==> src/hdl/abc_pkg.sv <==
// shared types and constants of the accel-brake ecn marker
`timescale 1ns / 1ps
package abc_pkg;

  localparam int unsigned DIV_BITS = 49;
  localparam int unsigned DIV_CNT_W = $clog2(DIV_BITS + 1);

  localparam logic [19:0] TOKEN_ONE = 20'd65536;
  localparam logic [19:0] TOKEN_CAP = 20'd327680;

  localparam logic [1:0] ECN_NOT_ECT = 2'd0;
  localparam logic [1:0] ECN_CE      = 2'd3;

  localparam logic       OP_PACKET = 1'b0;
  localparam logic       OP_TICK   = 1'b1;

  localparam logic [2:0] CFG_LINK_BW  = 3'd0;
  localparam logic [2:0] CFG_UTIL     = 3'd1;
  localparam logic [2:0] CFG_SLOPE    = 3'd2;
  localparam logic [2:0] CFG_REF      = 3'd3;
  localparam logic [2:0] CFG_INTERVAL = 3'd4;

  typedef enum logic [1:0] {
    DIV_SEL_CUT  = 2'd0,
    DIV_SEL_RATE = 2'd1,
    DIV_SEL_TICK = 2'd2
  } div_sel_e;

  typedef struct packed {
    logic     accept;
    logic     load_full;
    logic     div_start;
    div_sel_e div_sel;
    logic     tgt_direct;
    logic     tgt_cut;
    logic     f_one;
    logic     f_load;
    logic     commit;
  } cmd_t;

  typedef struct packed {
    logic is_tick;
    logic rate_zero;
    logic over_ref;
    logic slope_zero;
    logic interval_zero;
    logic div_done;
    logic out_free;
  } sts_t;

endpackage

==> src/hdl/abc_div.sv <==
// bit-serial restoring divider, 49-bit dividend by 32-bit divisor
`timescale 1ns / 1ps
module abc_div (
  input  logic                          clk_i,
  input  logic                          rst_ni,
  input  logic                          start_i,
  input  logic [abc_pkg::DIV_BITS-1:0]  dividend_i,
  input  logic [31:0]                   divisor_i,
  output logic [abc_pkg::DIV_BITS-1:0]  quotient_o,
  output logic                          rem_nz_o,
  output logic                          done_o
);

  logic [abc_pkg::DIV_BITS-1:0]  quo_q;
  logic [31:0]                   rem_q;
  logic [31:0]                   dsr_q;
  logic [abc_pkg::DIV_CNT_W-1:0] cnt_q;
  logic                          busy_q;
  logic                          done_q;
  logic [32:0]                   trial;
  logic                          ge;
  logic [32:0]                   diff;

  assign trial = {rem_q, quo_q[abc_pkg::DIV_BITS-1]};
  assign ge    = trial >= {1'b0, dsr_q};
  assign diff  = trial - {1'b0, dsr_q};

  always_ff @(posedge clk_i or negedge rst_ni) begin
    if (!rst_ni) begin
      busy_q <= 1'b0;
      done_q <= 1'b0;
      cnt_q  <= '0;
    end else begin
      done_q <= 1'b0;
      if (start_i) begin
        busy_q <= 1'b1;
        cnt_q  <= abc_pkg::DIV_CNT_W'(abc_pkg::DIV_BITS);
      end else if (busy_q) begin
        cnt_q <= cnt_q - 1'b1;
        if (cnt_q == abc_pkg::DIV_CNT_W'(1)) begin
          busy_q <= 1'b0;
          done_q <= 1'b1;
        end
      end
    end
  end

  always_ff @(posedge clk_i) begin
    if (start_i) begin
      quo_q <= dividend_i;
      rem_q <= '0;
      dsr_q <= divisor_i;
    end else if (busy_q) begin
      quo_q <= {quo_q[abc_pkg::DIV_BITS-2:0], ge};
      rem_q <= ge ? diff[31:0] : trial[31:0];
    end
  end

  assign quotient_o = quo_q;
  assign rem_nz_o   = rem_q != 32'd0;
  assign done_o     = done_q;

endmodule

==> src/hdl/abc_dp.sv <==
// datapath: configuration, marker state, divider operands and result register
`timescale 1ns / 1ps
module abc_dp (
  input  logic                clk_i,
  input  logic                rst_ni,
  input  logic                cfg_valid_i,
  input  logic [2:0]          cfg_index_i,
  input  logic [31:0]         cfg_data_i,
  input  logic                opcode_i,
  input  logic [31:0]         queue_delay_i,
  input  logic [1:0]          ecn_in_i,
  input  logic [15:0]         packet_length_i,
  input  abc_pkg::cmd_t       cmd_i,
  output abc_pkg::sts_t       sts_o,
  output logic                out_valid_o,
  input  logic                out_stall_i,
  output logic [1:0]          ecn_out_o,
  output logic                marked_o,
  output logic [18:0]         token_level_o,
  output logic [31:0]         drain_rate_o,
  output logic [31:0]         mark_total_o
);

  logic [31:0] bw_q, slope_q, ref_q;
  logic [8:0]  util_q;
  logic [15:0] ival_q;

  logic        op_q;
  logic [31:0] delay_q;
  logic [1:0]  ecn_q;
  logic [15:0] len_q;

  logic [18:0] token_q;
  logic [39:0] drained_q;
  logic [31:0] rate_q, last_q, markcnt_q;

  logic [48:0] full_q, target_q;
  logic [16:0] f_q;

  logic        out_valid_q;
  logic [1:0]  ecn_out_q;
  logic        marked_q;
  logic [18:0] token_level_q;
  logic [31:0] drain_rate_q, mark_total_q;

  logic [48:0] div_dividend, div_quo, cut, target_cut;
  logic [31:0] div_divisor, excess_hi;
  logic        div_rem_nz, div_done;
  logic [40:0] full_prod;
  logic [16:0] f_rate;

  logic [19:0] tok_sum, tok_cap, tok_new;
  logic        pass, mark;
  logic [31:0] c32, rate_new;

  always_ff @(posedge clk_i or negedge rst_ni) begin
    if (!rst_ni) begin
      bw_q    <= 32'd1;
      util_q  <= 9'd1;
      slope_q <= 32'd10000000;
      ref_q   <= 32'd10000000;
      ival_q  <= 16'd10;
    end else if (cfg_valid_i) begin
      case (cfg_index_i)
        abc_pkg::CFG_LINK_BW:  bw_q    <= cfg_data_i;
        abc_pkg::CFG_UTIL:     util_q  <= cfg_data_i[8:0];
        abc_pkg::CFG_SLOPE:    slope_q <= cfg_data_i;
        abc_pkg::CFG_REF:      ref_q   <= cfg_data_i;
        abc_pkg::CFG_INTERVAL: ival_q  <= cfg_data_i[15:0];
        default: ;
      endcase
    end
  end

  // operand select for the shared divider
  assign excess_hi = last_q - ref_q;
  always_comb begin
    case (cmd_i.div_sel)
      abc_pkg::DIV_SEL_CUT: begin
        div_dividend = {1'b0, excess_hi, 16'd0};
        div_divisor  = slope_q;
      end
      abc_pkg::DIV_SEL_RATE: begin
        div_dividend = target_q;
        div_divisor  = rate_q;
      end
      abc_pkg::DIV_SEL_TICK: begin
        div_dividend = {1'b0, drained_q, 8'd0};
        div_divisor  = {16'd0, ival_q};
      end
      default: begin
        div_dividend = target_q;
        div_divisor  = rate_q;
      end
    endcase
  end

  abc_div u_div (
    .clk_i      (clk_i),
    .rst_ni     (rst_ni),
    .start_i    (cmd_i.div_start),
    .dividend_i (div_dividend),
    .divisor_i  (div_divisor),
    .quotient_o (div_quo),
    .rem_nz_o   (div_rem_nz),
    .done_o     (div_done)
  );

  assign full_prod  = {32'd0, util_q} * {9'd0, bw_q};
  assign cut        = div_quo + {48'd0, div_rem_nz};
  assign target_cut = (full_q > cut) ? full_q - cut : 49'd0;
  assign f_rate     = (div_quo[48:17] != 32'd0) ? 17'd65536 : {1'b0, div_quo[16:1]};

  // packet update
  assign tok_sum = {1'b0, token_q} + {3'b0, f_q};
  assign tok_cap = (tok_sum > abc_pkg::TOKEN_CAP) ? abc_pkg::TOKEN_CAP : tok_sum;
  assign pass    = (tok_cap > abc_pkg::TOKEN_ONE) && (ecn_q != abc_pkg::ECN_CE);
  assign tok_new = pass ? tok_cap - abc_pkg::TOKEN_ONE : tok_cap;
  assign mark    = !pass && (ecn_q != abc_pkg::ECN_NOT_ECT);

  // tick update, saturated measurement then jump-up or 1/8 ewma
  assign c32 = (div_quo[48:32] != 17'd0) ? 32'hFFFF_FFFF : div_quo[31:0];
  assign rate_new = ((rate_q == 32'd0) || (c32 > rate_q)) ? c32
                  : (rate_q - {3'd0, rate_q[31:3]}) + {3'd0, c32[31:3]};

  always_ff @(posedge clk_i) begin
    if (cmd_i.accept) begin
      op_q    <= opcode_i;
      delay_q <= queue_delay_i;
      ecn_q   <= ecn_in_i;
      len_q   <= packet_length_i;
    end
    if (cmd_i.load_full) full_q <= {full_prod, 8'd0};
    if (cmd_i.tgt_direct) target_q <= (last_q > ref_q) ? 49'd0 : full_q;
    else if (cmd_i.tgt_cut) target_q <= target_cut;
    if (cmd_i.f_one) f_q <= 17'd65536;
    else if (cmd_i.f_load) f_q <= f_rate;
  end

  always_ff @(posedge clk_i or negedge rst_ni) begin
    if (!rst_ni) begin
      token_q     <= '0;
      drained_q   <= '0;
      rate_q      <= '0;
      last_q      <= '0;
      markcnt_q   <= '0;
      out_valid_q <= 1'b0;
    end else begin
      if (cmd_i.commit) begin
        out_valid_q <= 1'b1;
        if (op_q == abc_pkg::OP_PACKET) begin
          token_q   <= tok_new[18:0];
          drained_q <= drained_q + {24'd0, len_q};
          last_q    <= delay_q;
          if (mark) markcnt_q <= markcnt_q + 32'd1;
        end else if (ival_q != 16'd0) begin
          rate_q    <= rate_new;
          drained_q <= '0;
        end
      end else if (!out_stall_i) begin
        out_valid_q <= 1'b0;
      end
    end
  end

  always_ff @(posedge clk_i) begin
    if (cmd_i.commit) begin
      if (op_q == abc_pkg::OP_PACKET) begin
        ecn_out_q     <= mark ? abc_pkg::ECN_CE : ecn_q;
        marked_q      <= mark;
        token_level_q <= tok_new[18:0];
        drain_rate_q  <= rate_q;
        mark_total_q  <= mark ? markcnt_q + 32'd1 : markcnt_q;
      end else begin
        ecn_out_q     <= abc_pkg::ECN_NOT_ECT;
        marked_q      <= 1'b0;
        token_level_q <= token_q;
        drain_rate_q  <= (ival_q != 16'd0) ? rate_new : rate_q;
        mark_total_q  <= markcnt_q;
      end
    end
  end

  assign sts_o.is_tick       = op_q == abc_pkg::OP_TICK;
  assign sts_o.rate_zero     = rate_q == 32'd0;
  assign sts_o.over_ref      = last_q > ref_q;
  assign sts_o.slope_zero    = slope_q == 32'd0;
  assign sts_o.interval_zero = ival_q == 16'd0;
  assign sts_o.div_done      = div_done;
  assign sts_o.out_free      = !out_valid_q || !out_stall_i;

  assign out_valid_o   = out_valid_q;
  assign ecn_out_o     = ecn_out_q;
  assign marked_o      = marked_q;
  assign token_level_o = token_level_q;
  assign drain_rate_o  = drain_rate_q;
  assign mark_total_o  = mark_total_q;

endmodule

==> src/hdl/abc_ctrl.sv <==
// controller state machine sequencing the datapath and divider
`timescale 1ns / 1ps
module abc_ctrl (
  input  logic          clk_i,
  input  logic          rst_ni,
  input  logic          in_valid_i,
  output logic          in_stall_o,
  input  abc_pkg::sts_t sts_i,
  output abc_pkg::cmd_t cmd_o
);

  typedef enum logic [7:0] {
    S_IDLE = 8'b0000_0001,
    S_MUL  = 8'b0000_0010,
    S_SEL  = 8'b0000_0100,
    S_CUT  = 8'b0000_1000,
    S_TGT  = 8'b0001_0000,
    S_RATE = 8'b0010_0000,
    S_TDIV = 8'b0100_0000,
    S_DONE = 8'b1000_0000
  } state_e;

  state_e state_q, state_d;

  always_comb begin
    state_d = state_q;
    cmd_o   = '0;
    cmd_o.div_sel = abc_pkg::DIV_SEL_RATE;
    case (state_q)
      S_IDLE: begin
        if (in_valid_i) begin
          cmd_o.accept = 1'b1;
          state_d = S_MUL;
        end
      end
      S_MUL: begin
        cmd_o.load_full = 1'b1;
        state_d = S_SEL;
      end
      S_SEL: begin
        if (sts_i.is_tick) begin
          if (sts_i.interval_zero) begin
            state_d = S_DONE;
          end else begin
            cmd_o.div_start = 1'b1;
            cmd_o.div_sel   = abc_pkg::DIV_SEL_TICK;
            state_d = S_TDIV;
          end
        end else if (sts_i.rate_zero) begin
          cmd_o.f_one = 1'b1;
          state_d = S_DONE;
        end else if (sts_i.over_ref && !sts_i.slope_zero) begin
          cmd_o.div_start = 1'b1;
          cmd_o.div_sel   = abc_pkg::DIV_SEL_CUT;
          state_d = S_CUT;
        end else begin
          cmd_o.tgt_direct = 1'b1;
          state_d = S_TGT;
        end
      end
      S_CUT: begin
        if (sts_i.div_done) begin
          cmd_o.tgt_cut = 1'b1;
          state_d = S_TGT;
        end
      end
      S_TGT: begin
        cmd_o.div_start = 1'b1;
        cmd_o.div_sel   = abc_pkg::DIV_SEL_RATE;
        state_d = S_RATE;
      end
      S_RATE: begin
        if (sts_i.div_done) begin
          cmd_o.f_load = 1'b1;
          state_d = S_DONE;
        end
      end
      S_TDIV: begin
        if (sts_i.div_done) state_d = S_DONE;
      end
      S_DONE: begin
        if (sts_i.out_free) begin
          cmd_o.commit = 1'b1;
          state_d = S_IDLE;
        end
      end
      default: state_d = S_IDLE;
    endcase
  end

  always_ff @(posedge clk_i or negedge rst_ni) begin
    if (!rst_ni) begin
      state_q <= S_IDLE;
    end else begin
      state_q <= state_d;
    end
  end

  assign in_stall_o = state_q != S_IDLE;

endmodule

==> src/hdl/accel_brake_ecn_marker.sv <==
// top level of the accel-brake ecn marker
`timescale 1ns / 1ps
// the 49-step 1-bit-a-cycle divider runs twice for a packet over the reference delay,
// for the cut and then the rate, once for one at or below it (or with a zero slope),
// and not for a packet with no rate yet; once for a tick, not for a zero-interval tick
// throughput: one transaction at a time, next accepted the cycle after the result
// register is loaded, even while that result still waits on the output side
// reset: asynchronous active low, clears marker state and loads register defaults
module accel_brake_ecn_marker (
  input  logic        clk_i,
  input  logic        rst_ni,
  // configuration writes
  input  logic        cfg_valid_i,
  output logic        cfg_ready_o,
  input  logic [2:0]  cfg_index_i,
  input  logic [31:0] cfg_data_i,
  // input transactions
  input  logic        in_valid_i,
  output logic        in_stall_o,
  input  logic        opcode_i,
  input  logic [31:0] queue_delay_i,
  input  logic [1:0]  ecn_in_i,
  input  logic [15:0] packet_length_i,
  // result transactions
  output logic        out_valid_o,
  input  logic        out_stall_i,
  output logic [1:0]  ecn_out_o,
  output logic        marked_o,
  output logic [18:0] token_level_o,
  output logic [31:0] drain_rate_o,
  output logic [31:0] mark_total_o
);

  abc_pkg::cmd_t cmd;
  abc_pkg::sts_t sts;

  // registers are always writable, writes must only come while idle, not enforced here
  assign cfg_ready_o = 1'b1;

  abc_ctrl u_ctrl (
    .clk_i      (clk_i),
    .rst_ni     (rst_ni),
    .in_valid_i (in_valid_i),
    .in_stall_o (in_stall_o),
    .sts_i      (sts),
    .cmd_o      (cmd)
  );

  abc_dp u_dp (
    .clk_i           (clk_i),
    .rst_ni          (rst_ni),
    .cfg_valid_i     (cfg_valid_i),
    .cfg_index_i     (cfg_index_i),
    .cfg_data_i      (cfg_data_i),
    .opcode_i        (opcode_i),
    .queue_delay_i   (queue_delay_i),
    .ecn_in_i        (ecn_in_i),
    .packet_length_i (packet_length_i),
    .cmd_i           (cmd),
    .sts_o           (sts),
    .out_valid_o     (out_valid_o),
    .out_stall_i     (out_stall_i),
    .ecn_out_o       (ecn_out_o),
    .marked_o        (marked_o),
    .token_level_o   (token_level_o),
    .drain_rate_o    (drain_rate_o),
    .mark_total_o    (mark_total_o)
  );

`ifndef ASSERT_OFF
  // token bucket never exceeds its cap
  a_token_cap: assert property (@(posedge clk_i) disable iff (!rst_ni)
    out_valid_o |-> ({1'b0, token_level_o} <= abc_pkg::TOKEN_CAP))
    else $error("token level above cap");

  // a counted mark always leaves as ce
  a_mark_ce: assert property (@(posedge clk_i) disable iff (!rst_ni)
    (out_valid_o && marked_o) |-> (ecn_out_o == abc_pkg::ECN_CE))
    else $error("marked packet not ce");

  // an accepted transaction raises the input stall
  a_busy_after_accept: assert property (@(posedge clk_i) disable iff (!rst_ni)
    (in_valid_i && !in_stall_o) |=> in_stall_o)
    else $error("input not stalled after accept");
`endif

endmodule
==> config.mk <==
export PLATFORM = sky130hd
export DESIGN_NAME = accel_brake_ecn_marker
export DESIGN_NICKNAME = d
export VERILOG_FILES = /design/src/hdl/abc_pkg.sv /design/src/hdl/abc_div.sv /design/src/hdl/abc_dp.sv /design/src/hdl/abc_ctrl.sv /design/src/hdl/accel_brake_ecn_marker.sv
export SDC_FILE = /design/constraint.sdc
export NUM_CORES = 2
export LEC_CHECK = 0
export ABC_AREA = 1
export ABC_CLOCK_PERIOD_IN_PS = 9900
export BUFFER_PORTS_ARGS = -buffer_cell sky130_fd_sc_hd__buf_2
export CORE_MARGIN = 4
export CORE_UTILIZATION = 45
export DETAILED_ROUTE_END_ITERATION = 10
export GPL_TIMING_DRIVEN = 1
export PLACE_DENSITY = 0.66
export SLEW_MARGIN = 20
export SYNTH_ARGS = -nofsm -noshare
export SYNTH_HDL_FRONTEND = slang
export SYNTH_HIERARCHICAL = 1
export SYNTH_SLANG_ARGS = --single-unit
==> constraint.sdc <==
create_clock -name clk_i -period 9.9 [get_ports clk_i]
set_input_delay 0.99 -clock clk_i [delete_from_list [all_inputs] [get_ports clk_i]]
set_output_delay 0.99 -clock clk_i [all_outputs]
set_load 0.01 [all_outputs]
# Yosys cells after proc, flatten, opt, wreduce, memory -nomap -nowiden
# Index checks and enable logic that the tools add are counted.
# classes
n_mux	60
magnitude_cmp	6
n_eq_ne	22
n_addsub	11
mul	1
reduce_logical	30
bitwise_logic	1
# op_table
operator	count
49-bit 2-to-1 mux	6
32-bit 2-to-1 mux	7
49-bit case mux with 2 select lines	1
40-bit 2-to-1 mux	2
32-bit > comparator	2
32-bit logical NOT	2
32-bit case mux with 2 select lines	1
32-bit nonzero test	2
32-bit subtractor	2
8-bit 2-to-1 mux	7
8-bit case mux with 7 select lines	1
49-bit by 1-bit adder with 49-bit output	1
49-bit > comparator	1
49-bit subtractor	1
9-bit by 32-bit multiplier with 41-bit output	1
40-bit by 16-bit adder with 40-bit output	1
19-bit 2-to-1 mux	2
33-bit by 32-bit greater-or-equal comparator with 1-bit output	1
32-bit by 1-bit adder with 32-bit output, second input constant	1
32-bit by 29-bit adder with 32-bit output	1
32-bit by 29-bit subtractor with 32-bit output	1
1-bit 2-to-1 mux	22
19-bit by 17-bit adder with 20-bit output	1
20-bit by 17-bit > comparator with 1-bit output, second input constant	1
other kinds (40)	63
# word_totals
output_inout_bits	89
register_bits	650
inputBits	91

# Logic depth before layout (Yosys ltp)
# depth
depth_word	10
mapped_depth	36
depth_no_buf	35

# Modules after synthesis
# The synthesis kept the hierarchy.
# by_module_without_submodules
mod	area_per_inst_um2	cells_per_inst	n_inst	seq_area_each_um2
abc_dp	41643.7	5311	1	14113.5
abc_div	7706.1	1091	1	3273.1
abc_ctrl	615.6	98	1	201.4
accel_brake_ecn_marker	11.3	2	1	0.0

# Worst setup path before layout
# No wires, ideal clock.
# synth_timing
path_kind	in2reg
from	input port out_stall_i
to	register u_dp.drained_q[36]
path_buffers	2
slack_ps	-1100
t_required_ps	9821
cell_stages	10
setup_ps	79
t_arrival_ps	10920
path_cell_list	nand2_1 -> inv_1 -> nor4_1 -> clkbuf_1 -> inv_1 -> nor2_1 -> inv_1 -> clkbuf_1 -> nor4_1 -> mux2i_1
# synth_lines
element	line	source
from (decl)	accel_brake_ecn_marker.sv:26	input logic out_stall_i,
to (signal assigned)	abc_dp.sv:153	drained_q <= drained_q + {24'd0, len_q};
to (decl)	abc_dp.sv:34	logic [39:0] drained_q;

==> run metrics <==
CTS root buf clkbuf_16; Remaining Overflow, GRT 0; Critical Path RT 10.18 ns; CP Capture Type flip-flop; crit path max fanout 58; Num CTS Buffers 78; Final HPWL DP 127,000 um; first-pass GRT wire length 251,000 um; WP data arrival 6.60 ns; Max rail drop VDD 0.177 mV; most numerous cell in the Yosys netlist nand2_1; ratio of cells with drive above 1 in the final layout 0.0715; yosys synthesis warning count 6; area share of the largest cell type after synthesis 0.185; worst min-delay path class input port to asynchronous set/reset pin; H-tree levels 3; R2R cell count 24; max-cap violations 0; initial drt markers 4,265; Worst-path clk slew 0.06 ns; register area share after synthesis 0.352; Worst Tran Pin Value 1.05 ns; Die Wd 341 um; critical path startpoint category flip-flop; Syn Std Cell Area 50,000 um2; Slew headroom 0.296; Fmax 158 MHz; final setup violation count 0; syn nets 7,109; CTS sink cnt 650; worst-skew pair later-pin latency 0.69 ns; fin crit share 0.638; Cells after Synth 6,502; DR pass1 iterations 5; ys flop type edfxtp_1; io pins 180; postcts setup bufs 0; Layout area overhead 9.75%; area of the multi-input gates 27,000 um2; Fin. Hold Viols 0; PostCTS Resize Cnt 0; total leakage power 0.0273 uW; routed vias 44,000; Worst Setup SP u_dp/ref_q[0]; number of synthesized flops with an enable pin 308; Min Clock Period, post-route 6.32 ns; Nets 7,194; Routability Congestion 1.02; CTS max path bufs 3; # port buffers 178; core area 110,000 um2; Site Rows 121; synthesized area per cell 7.69 um2; WL/cell 20.1 um; Setup Total Neg Slack 0 ns; worst slack at placement 3.62 ns; Die Y-Extent 341 um; DRC violations left 0; GRT Util Overall 0.279; CTS tree built; area leader, netlist edfxtp_1; pwr/cell area 313 nW/um2; register area 17,600 um2; vias in the first global route 42,700; Yosys cell types 70; Initial Utilization 0.456; Worst Skew 0.0462 ns; largest net degree at the start of global routing 80; Synth top cells by count 1,808 x nand2_1, 1,201 x inv_1, 464 x o21ai_0; ys async rst share 0.451; die area 116,000 um2; Final ANT Viol Nets 0; crit path kind flip-flop to flip-flop; vias per std cell 5.41; Critical R2R Launch u_dp/ref_q[0]; flops & latches, synth 650; Final WS setup 3.58 ns; Post-Route WL 164,000 um; outcome complete, no violations; # fillers 10,800; largest cells by area after synthesis edfxtp_1 19%, dfrtp_1 14%, nand2_1 14%; RSZ-0062 raised after global routing no; Final Slew Violations 0; antenna violations before repair 18; hold_buf cts 0
-- worst max-delay path, cell delays in order (launching register included) --
cell      delay [ns]
dfrtp_1         0.38
ha_1            0.19
inv_1           0.09
fa_1            0.21
nand3_1         0.08
nand2_1         0.11
a21oi_1         0.11
o21ai_1         0.48
inv_1           0.09
o221ai_1        0.31
nand2_1         0.09
o211ai_1        0.11
o21ai_2         0.07
buf_4           0.28
inv_1           0.14
nand2_1         0.10
nor2_1          0.20
nor2_4          0.05
buf_4           0.34
nand2_4         0.47
buf_4           0.58
nor2_1          0.08
buf_4           0.23
inv_2           0.24
buf_4           0.65
-- cells in the final DEF, fill, tap and decap left out, types with 88 or more instances in the layout --
cell type,count
nand3_1,268
a21oi_1,296
o21ai_0,464
nor2_1,300
fa_1,244
dfrtp_1,272
nand4_1,88
buf_2,177
edfxtp_1,308
xor2_1,107
ha_1,272
nand2_1,1805
inv_1,1198
-- metrics by stage --
step	std cells	instance area, um2	util	total power [uW]	hold slack [ns]
CTS	8129	54800	0.500	17100	0.276
global route	8132	54800	0.500	18600	0.314
finish	8135	54900	0.500	17200	0.285
global placement	7983	52200	0.476	14100	0.431
floorplan	6502	50000	-	11200	0.425
detailed placement	7983	52200	0.476	14100	0.435
-- cell families (layout without fill, tap and decap cells) --
kind of cell               after synthesis  in the layout  synth area share
other                                    1              7         0.0000750
DFF                                    650            650             0.352
xor gates and xnor gates               178            178            0.0324
muxes                                    2              2          0.000426
buffers and inverters                 1433           1584             0.109
adders and majority gates              516            516             0.166
and+or+nand+nor                       2714           2714             0.229
AOI/OAI and AO/OA                     1008           1008             0.111
-- final cells by class --
| class | count | share of cell area |
|---|---|---|
| inverters | 1222 | 0.0836 |
| clock inverters | 45 | 0.00954 |
| well taps | 1476 | 0.0337 |
| flip-flops and latches | 650 | 0.321 |
| repair buffers | 216 | 0.0216 |
| diodes | 6 | 0.000274 |
| clock buffers | 101 | 0.0381 |
| multi-input cells | 4419 | 0.493 |
-- flip-flops by register name, summed over array words and instances, names as in the netlist, 8 cells and up --
register               flops
u_dp/target_q             49
u_dp/u_div/quotient_o     49
u_dp/full_q               41
u_dp/drained_q            40
u_dp/bw_q                 32
u_dp/delay_q              32
u_dp/drain_rate_o         32
u_dp/last_q               32
u_dp/mark_total_o         32
u_dp/markcnt_q            32
u_dp/rate_q               32
u_dp/ref_q                32
u_dp/slope_q              32
u_dp/u_div/dsr_q          32
u_dp/u_div/rem_q          32
u_dp/token_level_o        19
u_dp/token_q              19
u_dp/f_q                  17
u_dp/ival_q               16
u_dp/len_q                16
u_dp/util_q                9
u_ctrl/state_q             8
-- power by group --
group | switching, uW | internal (uW)
combinational | 6560 | 3220
sequential | 715 | 3780
clock | 1260 | 1660
-- metal layers --
metal	track usage	vias to the layer above	wire, um
li1	-	21000	-
met1	0.364	20900	66500
met2	0.456	1799	75800
met3	0.0470	333	13000
met4	0.128	12	8230
met5	0	-	79
-- worst paths after layout --
| kind | slack, ns | end |
|---|---|---|
| max | 3.58 | u_dp/u_div/quotient_o[48] |
| min | 0.29 | u_dp/rate_q[21] |
| max reg2reg | 3.58 | u_dp/u_div/quotient_o[48] |
| min reg2reg | 0.44 | u_dp/last_q[12] |
| max in group asynchronous | 7.64 | u_dp/last_q[26] |
| min in group clk_i | 0.44 | u_dp/last_q[12] |
Note: power is estimated with default switching activity, not from simulation.
